$ cat config.mk
export PLATFORM = sky130hd
export DESIGN_NAME = id_length_packet_deframer
export DESIGN_NICKNAME = d
export VERILOG_FILES = /design/src/hdl/ilpd_pkg.sv /design/src/hdl/ilpd_buffer.sv /design/src/hdl/id_length_packet_deframer.sv
export SDC_FILE = /design/constraint.sdc
export NUM_CORES = 1
export LEC_CHECK = 0
export BUFFER_PORTS_ARGS = -buffer_cell sky130_fd_sc_hd__buf_4
export CORE_ASPECT_RATIO = 0.9
export CORE_MARGIN = 3
export CORE_UTILIZATION = 48
export CTS_CLUSTER_SIZE = 20
export DETAILED_ROUTE_END_ITERATION = 8
export PLACE_DENSITY = 0.72
export SLEW_MARGIN = 20
export SYNTH_ARGS = -nofsm -noshare
export SYNTH_HDL_FRONTEND = slang
export SYNTH_SLANG_ARGS = --single-unit
$ cat constraint.sdc
create_clock -name clock -period 4.4 [get_ports clock]
set_input_delay 0.22 -clock clock [delete_from_list [all_inputs] [get_ports clock]]
set_output_delay 0.22 -clock clock [all_outputs]
set_load 0.005 [all_outputs]
$ cat src/hdl/ilpd_pkg.sv
// ----------------------------------------------------------------------------
// ilpd_pkg: shared types and codes for the ID/length packet deframer
// Frame phases, sequencer states, result status codes, register indexes.
// ----------------------------------------------------------------------------
package ilpd_pkg;

   // frame parsing phase
   typedef enum logic [1:0] {
      PH_HUNT,
      PH_ID,
      PH_DATA,
      PH_SUM
   } phase_type;

   // sequencer state
   typedef enum logic [1:0] {
      SQ_READY,   // waiting for a transfer
      SQ_SCAN,    // walking the ID table, one slot per cycle
      SQ_FETCH,   // buffer read in flight
      SQ_SEND     // load a data byte into the output register
   } seq_type;

   // result status
   typedef enum logic [2:0] {
      STAT_DATA,
      STAT_EMPTY,
      STAT_BADSUM,
      STAT_UNKNOWN,
      STAT_TIMEOUT
   } status_type;

   // input kinds
   localparam logic CMD_BYTE = 1'b0;
   localparam logic CMD_TICK = 1'b1;

   // register indexes
   localparam logic [2:0] CSR_START_BYTE    = 3'd0;
   localparam logic [2:0] CSR_MESSAGE_COUNT = 3'd1;
   localparam logic [2:0] CSR_ID_TABLE      = 3'd2;
   localparam logic [2:0] CSR_LENGTH_TABLE  = 3'd3;
   localparam logic [2:0] CSR_TIMEOUT_TICKS = 3'd4;

   localparam logic [15:0] TIMEOUT_RESET = 16'd100;

endpackage

$ cat src/hdl/ilpd_buffer.sv
// ----------------------------------------------------------------------------
// ilpd_buffer: frame data buffer
// One write port, one read port with registered read data.
// ----------------------------------------------------------------------------
module ilpd_buffer #(
   parameter int DEPTH = 32,
   parameter int AW    = 5
) (
   input  logic          clock,
   input  logic          wr_en,
   input  logic [AW-1:0] wr_addr,
   input  logic [7:0]    wr_data,
   input  logic          rd_en,
   input  logic [AW-1:0] rd_addr,
   output logic [7:0]    rd_data
);

   logic [7:0] mem [DEPTH];
   logic [7:0] rd_data_ff;

   always_ff @(posedge clock) begin
      if (wr_en) begin
         mem[wr_addr] <= wr_data;
      end
      if (rd_en) begin
         rd_data_ff <= mem[rd_addr];
      end
   end

   assign rd_data = rd_data_ff;

endmodule

$ cat src/hdl/id_length_packet_deframer.sv
// ----------------------------------------------------------------------------
// id_length_packet_deframer: start byte / ID / length deframer
// Hunts for a start byte, looks up the message ID, buffers the data bytes
// with an 8-bit additive checksum and delivers the frame on a match.
// ----------------------------------------------------------------------------
// Usage:
//   req_*  carries received bytes (tuser = 0) and time ticks (tuser = 1).
//   rsp_*  carries results: data bytes of a good frame as a run closed by
//          tlast, or one status transfer (empty frame, checksum error,
//          unknown ID, inter-byte timeout).
//   csr_*  writes the start byte, table size, ID/length tables and timeout.
// Flow: ticks, start bytes and data bytes are taken back to back while
//   the output register is free. An ID byte holds the input while one
//   shared comparator walks the ID table one slot per cycle. A good frame
//   is delivered through the single buffer read port, each byte read,
//   then loaded into the output register.
// Status: a status result is in the output register in the cycle after the
//   transfer that caused it (unknown ID: after the table walk).
// Reset: synchronous; hunting for the start byte, registers at defaults.
// Stalls: with rsp_tready low the output register holds its result and
//   req_tready drops until it drains; no result is lost.
// ----------------------------------------------------------------------------
module id_length_packet_deframer
   import ilpd_pkg::*;
#(
   parameter int MAX_MESSAGES = 8,   // 1..8
   parameter int MAX_DATA_LEN = 32   // 1..64
) (
   input  logic        clock,
   input  logic        reset,
   // input channel
   input  logic        req_tvalid,
   output logic        req_tready,
   input  logic [7:0]  req_tdata,    // [7:0] rx_byte
   input  logic        req_tuser,    // [0] command
   // result channel
   output logic        rsp_tvalid,
   input  logic        rsp_tready,
   output logic [15:0] rsp_tdata,    // [2:0] msg_index, [10:3] payload_byte
   output logic [2:0]  rsp_tuser,    // [2:0] status
   output logic        rsp_tlast,
   // configuration
   input  logic        csr_we,
   input  logic [2:0]  csr_index,
   input  logic [63:0] csr_wdata
);

   localparam int CNT_W = $clog2(MAX_DATA_LEN + 1);
   localparam int AW    = (MAX_DATA_LEN > 1) ? $clog2(MAX_DATA_LEN) : 1;
   localparam logic [7:0]       MAX_LEN8 = 8'(MAX_DATA_LEN);
   localparam logic [CNT_W-1:0] MAX_LENC = CNT_W'(MAX_DATA_LEN);
   localparam logic [3:0]       MAX_MSG4 = 4'(MAX_MESSAGES);

   // byte 'slot' of a packed 64-bit table
   function automatic logic [7:0] table_byte(input logic [63:0] tab,
                                             input logic [2:0] slot);
      return tab[{slot, 3'b000} +: 8];
   endfunction

   // configuration registers
   logic [7:0]  start_ff;
   logic [3:0]  msg_count_ff;
   logic [63:0] id_tab_ff;
   logic [63:0] len_tab_ff;
   logic [15:0] timeout_ff;

   // frame state
   phase_type        phase_ff, phase_in;
   seq_type          seq_ff, seq_in;
   logic [2:0]       slot_ff, slot_in;
   logic [CNT_W-1:0] count_ff, count_in;
   logic [7:0]       sum_ff, sum_in;
   logic [15:0]      idle_ff, idle_in;
   logic [7:0]       id_byte_ff, id_byte_in;
   logic [3:0]       scan_ff, scan_in;
   logic [CNT_W-1:0] rd_idx_ff, rd_idx_in;

   // output register
   logic       rsp_valid_ff, rsp_valid_in;
   status_type rsp_status_ff, rsp_status_in;
   logic [2:0] rsp_index_ff, rsp_index_in;
   logic [7:0] rsp_byte_ff, rsp_byte_in;
   logic       rsp_last_ff, rsp_last_in;

   // buffer port
   logic       mem_we;
   logic       mem_re;
   logic [7:0] mem_rd_data;

   // datapath helpers
   logic             out_free;
   logic             accept;
   logic [3:0]       n_msgs;
   logic [7:0]       len8;
   logic [CNT_W-1:0] len_sat;
   logic [CNT_W-1:0] count_inc;
   logic [16:0]      tick_next;
   logic             scan_hit;
   logic [4:0]       scan_inc;

   // ---------------------------------------------------------------------
   // configuration writes
   // ---------------------------------------------------------------------
   always_ff @(posedge clock) begin
      if (reset) begin
         start_ff     <= '0;
         msg_count_ff <= '0;
         id_tab_ff    <= '0;
         len_tab_ff   <= '0;
         timeout_ff   <= TIMEOUT_RESET;
      end else if (csr_we) begin
         case (csr_index)
            CSR_START_BYTE:    start_ff     <= csr_wdata[7:0];
            CSR_MESSAGE_COUNT: msg_count_ff <= csr_wdata[3:0];
            CSR_ID_TABLE:      id_tab_ff    <= csr_wdata;
            CSR_LENGTH_TABLE:  len_tab_ff   <= csr_wdata;
            CSR_TIMEOUT_TICKS: timeout_ff   <= csr_wdata[15:0];
            default: ;
         endcase
      end
   end

   // ---------------------------------------------------------------------
   // helpers
   // ---------------------------------------------------------------------
   assign out_free   = !rsp_valid_ff || rsp_tready;
   assign req_tready = (seq_ff == SQ_READY) && out_free;
   assign accept     = req_tvalid && req_tready;

   // table size above the slot count acts as the slot count
   assign n_msgs = (msg_count_ff > MAX_MSG4) ? MAX_MSG4 : msg_count_ff;

   // current slot length, saturated to the buffer depth
   assign len8    = table_byte(len_tab_ff, slot_ff);
   assign len_sat = (len8 > MAX_LEN8) ? MAX_LENC : len8[CNT_W-1:0];

   assign count_inc = count_ff + CNT_W'(1);
   assign tick_next = {1'b0, idle_ff} + 17'd1;

   // shared comparator for the table walk
   assign scan_hit = (scan_ff < n_msgs) &&
                     (table_byte(id_tab_ff, scan_ff[2:0]) == id_byte_ff);
   assign scan_inc = {1'b0, scan_ff} + 5'd1;

   // ---------------------------------------------------------------------
   // sequencer: next state and outputs
   // ---------------------------------------------------------------------
   always_comb begin
      logic do_check;

      do_check      = 1'b0;
      phase_in      = phase_ff;
      seq_in        = seq_ff;
      slot_in       = slot_ff;
      count_in      = count_ff;
      sum_in        = sum_ff;
      idle_in       = idle_ff;
      id_byte_in    = id_byte_ff;
      scan_in       = scan_ff;
      rd_idx_in     = rd_idx_ff;
      mem_we        = 1'b0;
      mem_re        = 1'b0;
      rsp_valid_in  = rsp_tready ? 1'b0 : rsp_valid_ff;
      rsp_status_in = rsp_status_ff;
      rsp_index_in  = rsp_index_ff;
      rsp_byte_in   = rsp_byte_ff;
      rsp_last_in   = rsp_last_ff;

      case (seq_ff)
         SQ_READY: begin
            if (accept) begin
               if (req_tuser == CMD_TICK) begin
                  // ticks only count inside a frame
                  if (phase_ff != PH_HUNT) begin
                     if (tick_next > {1'b0, timeout_ff}) begin
                        rsp_valid_in  = 1'b1;
                        rsp_status_in = STAT_TIMEOUT;
                        rsp_index_in  = (phase_ff == PH_ID) ? 3'd0 : slot_ff;
                        rsp_byte_in   = '0;
                        rsp_last_in   = 1'b1;
                        phase_in      = PH_HUNT;
                        idle_in       = '0;
                     end else begin
                        idle_in = tick_next[15:0];
                     end
                  end
               end else begin
                  idle_in = '0;
                  case (phase_ff)
                     PH_HUNT: begin
                        if (req_tdata == start_ff) begin
                           phase_in = PH_ID;
                        end
                     end
                     PH_ID: begin
                        id_byte_in = req_tdata;
                        scan_in    = '0;
                        seq_in     = SQ_SCAN;
                     end
                     PH_DATA: begin
                        // length re-read each byte; a full count makes
                        // this byte the checksum
                        if (count_ff >= len_sat) begin
                           do_check = 1'b1;
                        end else begin
                           mem_we   = 1'b1;
                           count_in = count_inc;
                           sum_in   = sum_ff + req_tdata;
                           if (count_inc >= len_sat) begin
                              phase_in = PH_SUM;
                           end
                        end
                     end
                     default: begin
                        do_check = 1'b1;
                     end
                  endcase

                  if (do_check) begin
                     phase_in = PH_HUNT;
                     if (req_tdata != sum_ff) begin
                        rsp_valid_in  = 1'b1;
                        rsp_status_in = STAT_BADSUM;
                        rsp_index_in  = slot_ff;
                        rsp_byte_in   = '0;
                        rsp_last_in   = 1'b1;
                     end else if (count_ff == '0) begin
                        rsp_valid_in  = 1'b1;
                        rsp_status_in = STAT_EMPTY;
                        rsp_index_in  = slot_ff;
                        rsp_byte_in   = '0;
                        rsp_last_in   = 1'b1;
                     end else begin
                        rd_idx_in = '0;
                        seq_in    = SQ_FETCH;
                     end
                  end
               end
            end
         end

         SQ_SCAN: begin
            // lowest matching slot wins
            if (scan_hit) begin
               slot_in  = scan_ff[2:0];
               count_in = '0;
               sum_in   = '0;
               phase_in = (table_byte(len_tab_ff, scan_ff[2:0]) == 8'd0) ?
                          PH_SUM : PH_DATA;
               seq_in   = SQ_READY;
            end else if (scan_inc >= {1'b0, n_msgs}) begin
               if (out_free) begin
                  rsp_valid_in  = 1'b1;
                  rsp_status_in = STAT_UNKNOWN;
                  rsp_index_in  = '0;
                  rsp_byte_in   = '0;
                  rsp_last_in   = 1'b1;
                  phase_in      = PH_HUNT;
                  seq_in        = SQ_READY;
               end
            end else begin
               scan_in = scan_inc[3:0];
            end
         end

         SQ_FETCH: begin
            mem_re = 1'b1;
            seq_in = SQ_SEND;
         end

         SQ_SEND: begin
            if (out_free) begin
               rsp_valid_in  = 1'b1;
               rsp_status_in = STAT_DATA;
               rsp_index_in  = slot_ff;
               rsp_byte_in   = mem_rd_data;
               rsp_last_in   = ((rd_idx_ff + CNT_W'(1)) == count_ff);
               if ((rd_idx_ff + CNT_W'(1)) == count_ff) begin
                  seq_in = SQ_READY;
               end else begin
                  rd_idx_in = rd_idx_ff + CNT_W'(1);
                  seq_in    = SQ_FETCH;
               end
            end
         end

         default: begin
            seq_in = SQ_READY;
         end
      endcase
   end

   // ---------------------------------------------------------------------
   // state registers
   // ---------------------------------------------------------------------
   always_ff @(posedge clock) begin
      if (reset) begin
         seq_ff       <= SQ_READY;
         phase_ff     <= PH_HUNT;
         slot_ff      <= '0;
         count_ff     <= '0;
         sum_ff       <= '0;
         idle_ff      <= '0;
         rsp_valid_ff <= 1'b0;
      end else begin
         seq_ff       <= seq_in;
         phase_ff     <= phase_in;
         slot_ff      <= slot_in;
         count_ff     <= count_in;
         sum_ff       <= sum_in;
         idle_ff      <= idle_in;
         rsp_valid_ff <= rsp_valid_in;
      end
   end

   // payload registers
   always_ff @(posedge clock) begin
      id_byte_ff    <= id_byte_in;
      scan_ff       <= scan_in;
      rd_idx_ff     <= rd_idx_in;
      rsp_status_ff <= rsp_status_in;
      rsp_index_ff  <= rsp_index_in;
      rsp_byte_ff   <= rsp_byte_in;
      rsp_last_ff   <= rsp_last_in;
   end

   // ---------------------------------------------------------------------
   // frame buffer
   // ---------------------------------------------------------------------
   ilpd_buffer #(
      .DEPTH (MAX_DATA_LEN),
      .AW    (AW)
   ) u_buffer (
      .clock   (clock),
      .wr_en   (mem_we),
      .wr_addr (count_ff[AW-1:0]),
      .wr_data (req_tdata),
      .rd_en   (mem_re),
      .rd_addr (rd_idx_ff[AW-1:0]),
      .rd_data (mem_rd_data)
   );

   // ---------------------------------------------------------------------
   // outputs
   // ---------------------------------------------------------------------
   assign rsp_tvalid = rsp_valid_ff;
   assign rsp_tuser  = rsp_status_ff;
   assign rsp_tdata  = {5'b0, rsp_byte_ff, rsp_index_ff};
   assign rsp_tlast  = rsp_last_ff;

`ifndef SYNTHESIS
   // table walk never passes the last slot
   assert property (@(posedge clock) disable iff (reset)
      (seq_ff == SQ_SCAN) |-> (scan_ff < MAX_MSG4))
      else $error("table walk beyond last slot");

   // buffered count stays within the buffer
   assert property (@(posedge clock) disable iff (reset)
      count_ff <= MAX_LENC)
      else $error("byte count exceeds buffer depth");

   // delivery runs only after the frame closed, within the buffered bytes
   assert property (@(posedge clock) disable iff (reset)
      ((seq_ff == SQ_FETCH) || (seq_ff == SQ_SEND)) |->
      ((phase_ff == PH_HUNT) && (rd_idx_ff < count_ff)))
      else $error("delivery outside a closed frame");

   // no new input while a delivery or table walk is in progress
   assert property (@(posedge clock) disable iff (reset)
      (seq_ff != SQ_READY) |-> !req_tready)
      else $error("input accepted while busy");
`endif

endmodule

==> results.txt, run 1 <==
full die area - 47600 sq um
CTS tree - built
Starting Density - 48.7%
Root Driver - clkbuf_16
ys async rst share - 0%
commonest non-fill, non-tap cells in the layout - nand2_1 (377), edfxtp_1 (297), dfxtp_1 (194)
antenna violations before repair - 1
Worst path slowest cell - or3_1
Vias/cell - 5.75
routability congestion estimate - 0.883
Synth cell types - 69
clk_lat worst skew - 580 ps
IO Port Bufs - 97
Setup-failing EPs final - 0
Ant. Diodes - 0
DP Area - 23100 sq um
maxcap violations - 0
post-synthesis sequential area ratio - 59.3%
largest fanout on the critical path - 15
post-route ant nets - 0
nets - 2185
Area Growth Syn to Fin - 17.4%
FP Rows - 73
initial drt markers - 1584
Final Cycle Share - 94.2%
CP Buf/Inv Count - 1
vias in the first global route - 15.1k
Pre-antenna DRT Iters - 7
Fin. Hold Viols - 0
Total Wirelength - 54300 microns
WS Path Type - reg -> reg
DR vias - 15.4k
Slew headroom - 29.6%
Slew @ Worst Pin - 1060 ps
setup bufs post-CTS - 0
post-synthesis register bit count - 491
DRC - 0
Fin Setup TNS - 0 ps
H-tree levels - 2
Worst path top cell family by delay - simple AND/OR/NAND/NOR gates
clock skew - 27.2 ps
Final Max Slew Viols - 0
Lkg Pwr - 0.00884 uW
top_reg_cell synth - edfxtp_1
total CTS buffers - 48
startpoint types - flop
Reg clk slew, reported paths - 60 ps
Avg WL per Cell - 20.2 microns
CP required - 4680 ps
VDD IR max - 0.000397 V
FMAX - 241 MHz
crit-path most repeated cell - nand3_1
Mapped Area - 21600 sq um
share of cells above drive strength 1 - 14.4%
Gate Count Post-Synth - 1885
GRT overflow - 0
crit path DAT - 4420 ps
status - finished clean
CP peak stage delay - 480 ps
crit-path cells - nand3_1, or3_1, nor2_1, and2_1, nand4_1, xnor2_1, ha_1, nand3_1, nor3_1, a21oi_1, a22oi_1, o21bai_1, a21o_1, a211oi_4, buf_12
CP endpoint kind - flop
largest net degree at the start of global routing - 181
Final Cell Area - 25300 sq um
Die Wd - 230 microns
Core Area - 44300 sq um
Die Ht - 207 microns
number of flops mapped to enable cells by yosys - 297
Fillers - 3511
unrepaired setup endpoints after global routing - false
Yosys warning total - 0
Hold Crit Class - in -> reg
post-DP HPWL - 35400 microns
power density over cell area - 371 nW/um^2
Sink Count - 491
GRT Total Usage - 22.4%
fin crit period - 4150 ps
syn avg cell area - 11.5 sq um
clock tree buffer depth - 3
commonest non-fill, non-tap cell in the layout - nand2_1
first-pass GRT wire length - 84400 microns
I/O pin count - 103
kinds of logic (layout without fill, tap and decap cells):
family | Yosys count | count (layout) | synth area share, %
compound gates | 346 | 346 | 9.67
xor+xnor | 52 | 52 | 2.11
fa+ha+maj | 55 | 55 | 3.22
buf+inv | 140 | 338 | 2.71
flops | 491 | 491 | 59.3
mux | 148 | 148 | 9.89
other cells | 1 | 5 | 0.0174
simple gates | 652 | 652 | 13.1
synth_stat cells (all sizes together), types with 10 or more instances:
library cell | instances | area share, %
nor3 | 24 | 0.61
nor2 | 131 | 2.3
mux2i | 85 | 3.9
edfxtp | 297 | 41
o21ai | 38 | 0.88
xor2 | 34 | 1.4
mux4 | 50 | 5.3
ha | 54 | 3.1
nand3 | 26 | 0.60
o22ai | 12 | 0.35
dfxtp | 194 | 18
a211oi | 13 | 0.48
nor4 | 10 | 0.36
buf | 32 | 0.83
nor2b | 10 | 0.29
xnor2 | 18 | 0.73
and2 | 18 | 0.52
clkbuf | 77 | 1.3
mux2 | 13 | 0.68
a21oi | 191 | 4.4
inv | 31 | 0.54
a21o | 15 | 0.52
nand2 | 379 | 6.6
a22o | 11 | 0.45
o221ai | 25 | 1.0
what timing repair did:
item / in CTS / in global routing
setup endpoints to repair: 0 / 278
hold buffers: 65 / 0
endpoints found under the hold margin: 164 / 0
resized for setup: 0 / 5
stage by stage:
| stage | worst slack [ps] | power, uW | hold WS (ps) | std cells | utilization (%) |
|---|---|---|---|---|---|
| 2_1_floorplan | 213 | 5180 | 319 | 1889 | - |
| 3_3_place_gp | 314 | 5370 | 438 | 2534 | 52.2 |
| 3_5_place_dp | 177 | 5370 | 447 | 2534 | 52.2 |
| 4_1_cts | 100 | 9450 | 48.3 | 2687 | 57.1 |
| 5_1_grt | 22.4 | 9690 | 48.0 | 2687 | 57.2 |
| 6_report | 254 | 9400 | 73.2 | 2687 | 57.2 |
path summary, 6_finish.rpt:
path	start	endpoint	slack [ps]	cells past startpoint
max	idle_ff[2]	rsp_byte_ff[4]	250	15
min	req_tdata[6]	u_buffer.mem[5][6]	70	1
max reg2reg	idle_ff[2]	rsp_byte_ff[4]	250	15
min reg2reg	id_tab_ff[6]	id_tab_ff[6]	450	2
registers in the layout (all words and copies together) (netlist names), 4 cells and up:
register,flops
start_ff,8
rsp_byte_ff,8
msg_count_ff,4
len_tab_ff,64
u_buffer.mem,256
id_byte_ff,8
sum_ff,8
idle_ff,16
id_tab_ff,64
scan_ff,4
u_buffer.rd_data,8
timeout_ff,16
count_ff,6
rd_idx_ff,6
routing by layer:
metal,up-vias,track usage [%],routed length (microns)
li1,7142,-,-
met2,650,36.1,25400
met5,-,0,13
met1,7552,31.2,23400
met3,98,4.43,4150
met4,2,6.21,1270
cell type report:
type,instances,area (sq um),share of cell area [%]
Sequential cell,491,12800,50.5
Multi-Input combinational cell,1258,8270,32.6
Timing Repair Buffer,219,1840,7.28
Clock buffer,72,1360,5.38
Tap cell,600,751,2.96
Clock inverter,16,189,0.746
Inverter,31,116,0.459
power breakdown:
part / switching (uW) / total, uW / internal, uW / leakage (uW)
registers: 24.8 / 4920 / 4900 / 0.00425
logic: 245 / 409 / 164 / 0.00382
clock network: 1740 / 4060 / 2330 / 0.000759
total: 2010 / 9400 / 7390 / 0.00884
worst register-to-register path, delay by kind of cell, from the launching register on:
family / cells / cell delay, ps
adder cells (fa/ha/maj): 1 / 280
buffers and inverters: 1 / 200
AND/OR/NAND/NOR: 7 / 1740
flip-flops: 1 / 410
XOR/XNOR: 1 / 180
AO/OA/AOI/OAI: 5 / 1030
Power figures use the tool's default switching activity.
==> inputs of run 2 (changes only) <==
Settings changed: ABC_CLOCK_PERIOD_IN_PS set to 4400, BUFFER_PORTS_ARGS -buffer_cell sky130_fd_sc_hd__buf_4 to -buffer_cell sky130_fd_sc_hd__buf_2.
==> results.txt, run 2 (synthesis gave the netlist of run 1 again) <==
Critical Path Source - slot_ff[1]
clock skew - 13.0 ps
hold path depth - 4
Slew @ Worst Pin - 1040 ps
Final Max Slew Viols - 0
commonest non-fill, non-tap cell in the layout - nand2_1
first-pass GRT wire length - 84200 microns
final core area utilization - 56.8%
unrepaired setup endpoints after global routing - false
Clock power frac - 44.5%
FF-to-FF Start - slot_ff[1]
Total Wirelength - 54100 microns
Area Growth Syn to Fin - 16.6%
largest fanout on the critical path - 14
total CTS buffers - 47
top flop regs - u_buffer.mem (256), id_tab_ff (64), len_tab_ff (64)
GRT Total Usage - 22.4%
H-tree levels - 2
Vias/cell - 5.75
CP peak stage delay - 820 ps
Setup-failing EPs final - 0
I/O pin count - 103
combinational power share - 4.0%
CTS tree - built
Final Cycle Share - 94.9%
Reg clk slew, reported paths - 60 ps
Worst path depth - 13
DRC - 0
post-DP HPWL - 35200 microns
maxcap violations - 0
HP Start - rsp_tready
power density over cell area - 380 nW/um^2
DR vias - 15.5k
full die area - 47600 sq um
number of flip-flops in the largest register - 256
Slew headroom - 30.7%
Pre-antenna DRT Iters - 5
initial drt markers - 1574
Hold Crit Class - in -> reg
share of cells above drive strength 1 - 14.7%
Sink Count - 491
clock tree buffer depth - 3
commonest non-fill, non-tap cells in the layout - nand2_1 (379), edfxtp_1 (297), dfxtp_1 (194)
FP Rows - 73
setup bufs post-CTS - 0
Die Wd - 230 microns
dpl cells - 2536
CP endpoint kind - flop
vias in the first global route - 15.1k
fin crit period - 4180 ps
IO Port Bufs - 97
largest net degree at the start of global routing - 66
CP Buf/Inv Count - 3
Sw Pwr - 2030 uW
routability congestion estimate - 0.888
WS Path Type - reg -> reg
nets - 2185
Root Driver - clkbuf_16
CP required - 4690 ps
Avg WL per Cell - 20.1 microns
Fin Setup TNS - 0 ps
Core Area - 44300 sq um
status - finished clean
Pint - 7530 uW
GRT overflow - 0
R2R depth - 13
Hold WS - 125 ps
FMAX - 239 MHz
VDD IR max - 0.000298 V
startpoint types - flop
Sequential Power Share - 51.5%
crit path DAT - 4470 ps
Fin. Hold Viols - 0
antenna violations before repair - 4
Worst path top cell family by delay - simple AND/OR/NAND/NOR gates
Lkg Pwr - 0.00878 uW
post-route ant nets - 0
Switching Share - 21.2%
Starting Density - 48.7%
Final Instance Count excl. Fillers - 2689
crit-path cells - mux4_2, mux2i_1, inv_1, nand2_1, ha_1, a21o_1, a211oi_1, o31ai_1, nor4b_2, buf_4, nand2_1, nor2_1, buf_4
clk_lat worst skew - 580 ps
Worst path slowest cell - dfxtp_1
Reg with most FFs - u_buffer.mem
Die Ht - 207 microns
[run 2: cell types whose count changed in the layout (fill, tap and decap cells not counted), sizes merged]
cell         delta
clkbuf         -11
clkinv          +4
bufinv          +4
diode           +2
clkinvlp        +2
dlygate4sd3     -1
buf             +2
[run 2: path summary, 6_finish.rpt]
check | end | slack [ps]
setup / recovery | u_buffer.mem[14][0] | 220
hold / removal | rsp_tvalid | 130
setup reg to reg | u_buffer.mem[14][0] | 220
hold reg to reg | timeout_ff[1] | 450
[run 2: layer usage]
| layer | up-vias | global-route usage, % | wire [microns] |
|---|---|---|---|
| met5 | - | 0 | 14 |
| met2 | 660 | 36.3 | 25600 |
| met1 | 7522 | 30.8 | 23000 |
| met4 | 2 | 7.57 | 1640 |
| li1 | 7145 | - | - |
| met3 | 130 | 3.56 | 3910 |
[run 2: tightest hold or removal path, stage by stage]
cell and delay, ps:
buf_2 130, nor2b_1 80, o21ai_0 160, a21oi_1 70
[run 2: power groups by stage]
stage | sequential, uW | clock (uW) | combinational [uW]
after global routing | 4920 | 4500 | 418
after floorplan | 5010 | 0 | 170
after global placement | 5020 | 0 | 322
after detailed placement | 5020 | 0 | 332
final | 4920 | 4260 | 385
after CTS | 4920 | 4310 | 377
[run 2: what timing repair did]
action                     in CTS  in global routing
resized for setup               0                  6
hold buffers                   64                  0
hold endpoints to repair      155                  0
setup endpoints to repair       0                 31
[run 2: layout make-up]
| cell class | count | area (sq um) |
|---|---|---|
| timing repair buffer | 220 | 1600 |
| clock inverter | 26 | 337 |
| fill | 3580 | 19100 |
| multi-input combinational | 1258 | 8270 |
| antenna | 2 | 5.00 |
| inverter | 31 | 116 |
| sequential | 491 | 12800 |
| clock buffer | 61 | 1290 |
| tap | 600 | 751 |
[run 2: stage by stage]
| stage | worst slack, ps | power (uW) | instance area, sq um |
|---|---|---|---|
| final | 222 | 9560 | 25200 |
| after global routing | 24.7 | 9840 | 25200 |
| after CTS | 125 | 9610 | 25100 |
| after detailed placement | 169 | 5350 | 22900 |
| after global placement | 281 | 5340 | 22900 |
| after floorplan | 213 | 5180 | 21600 |
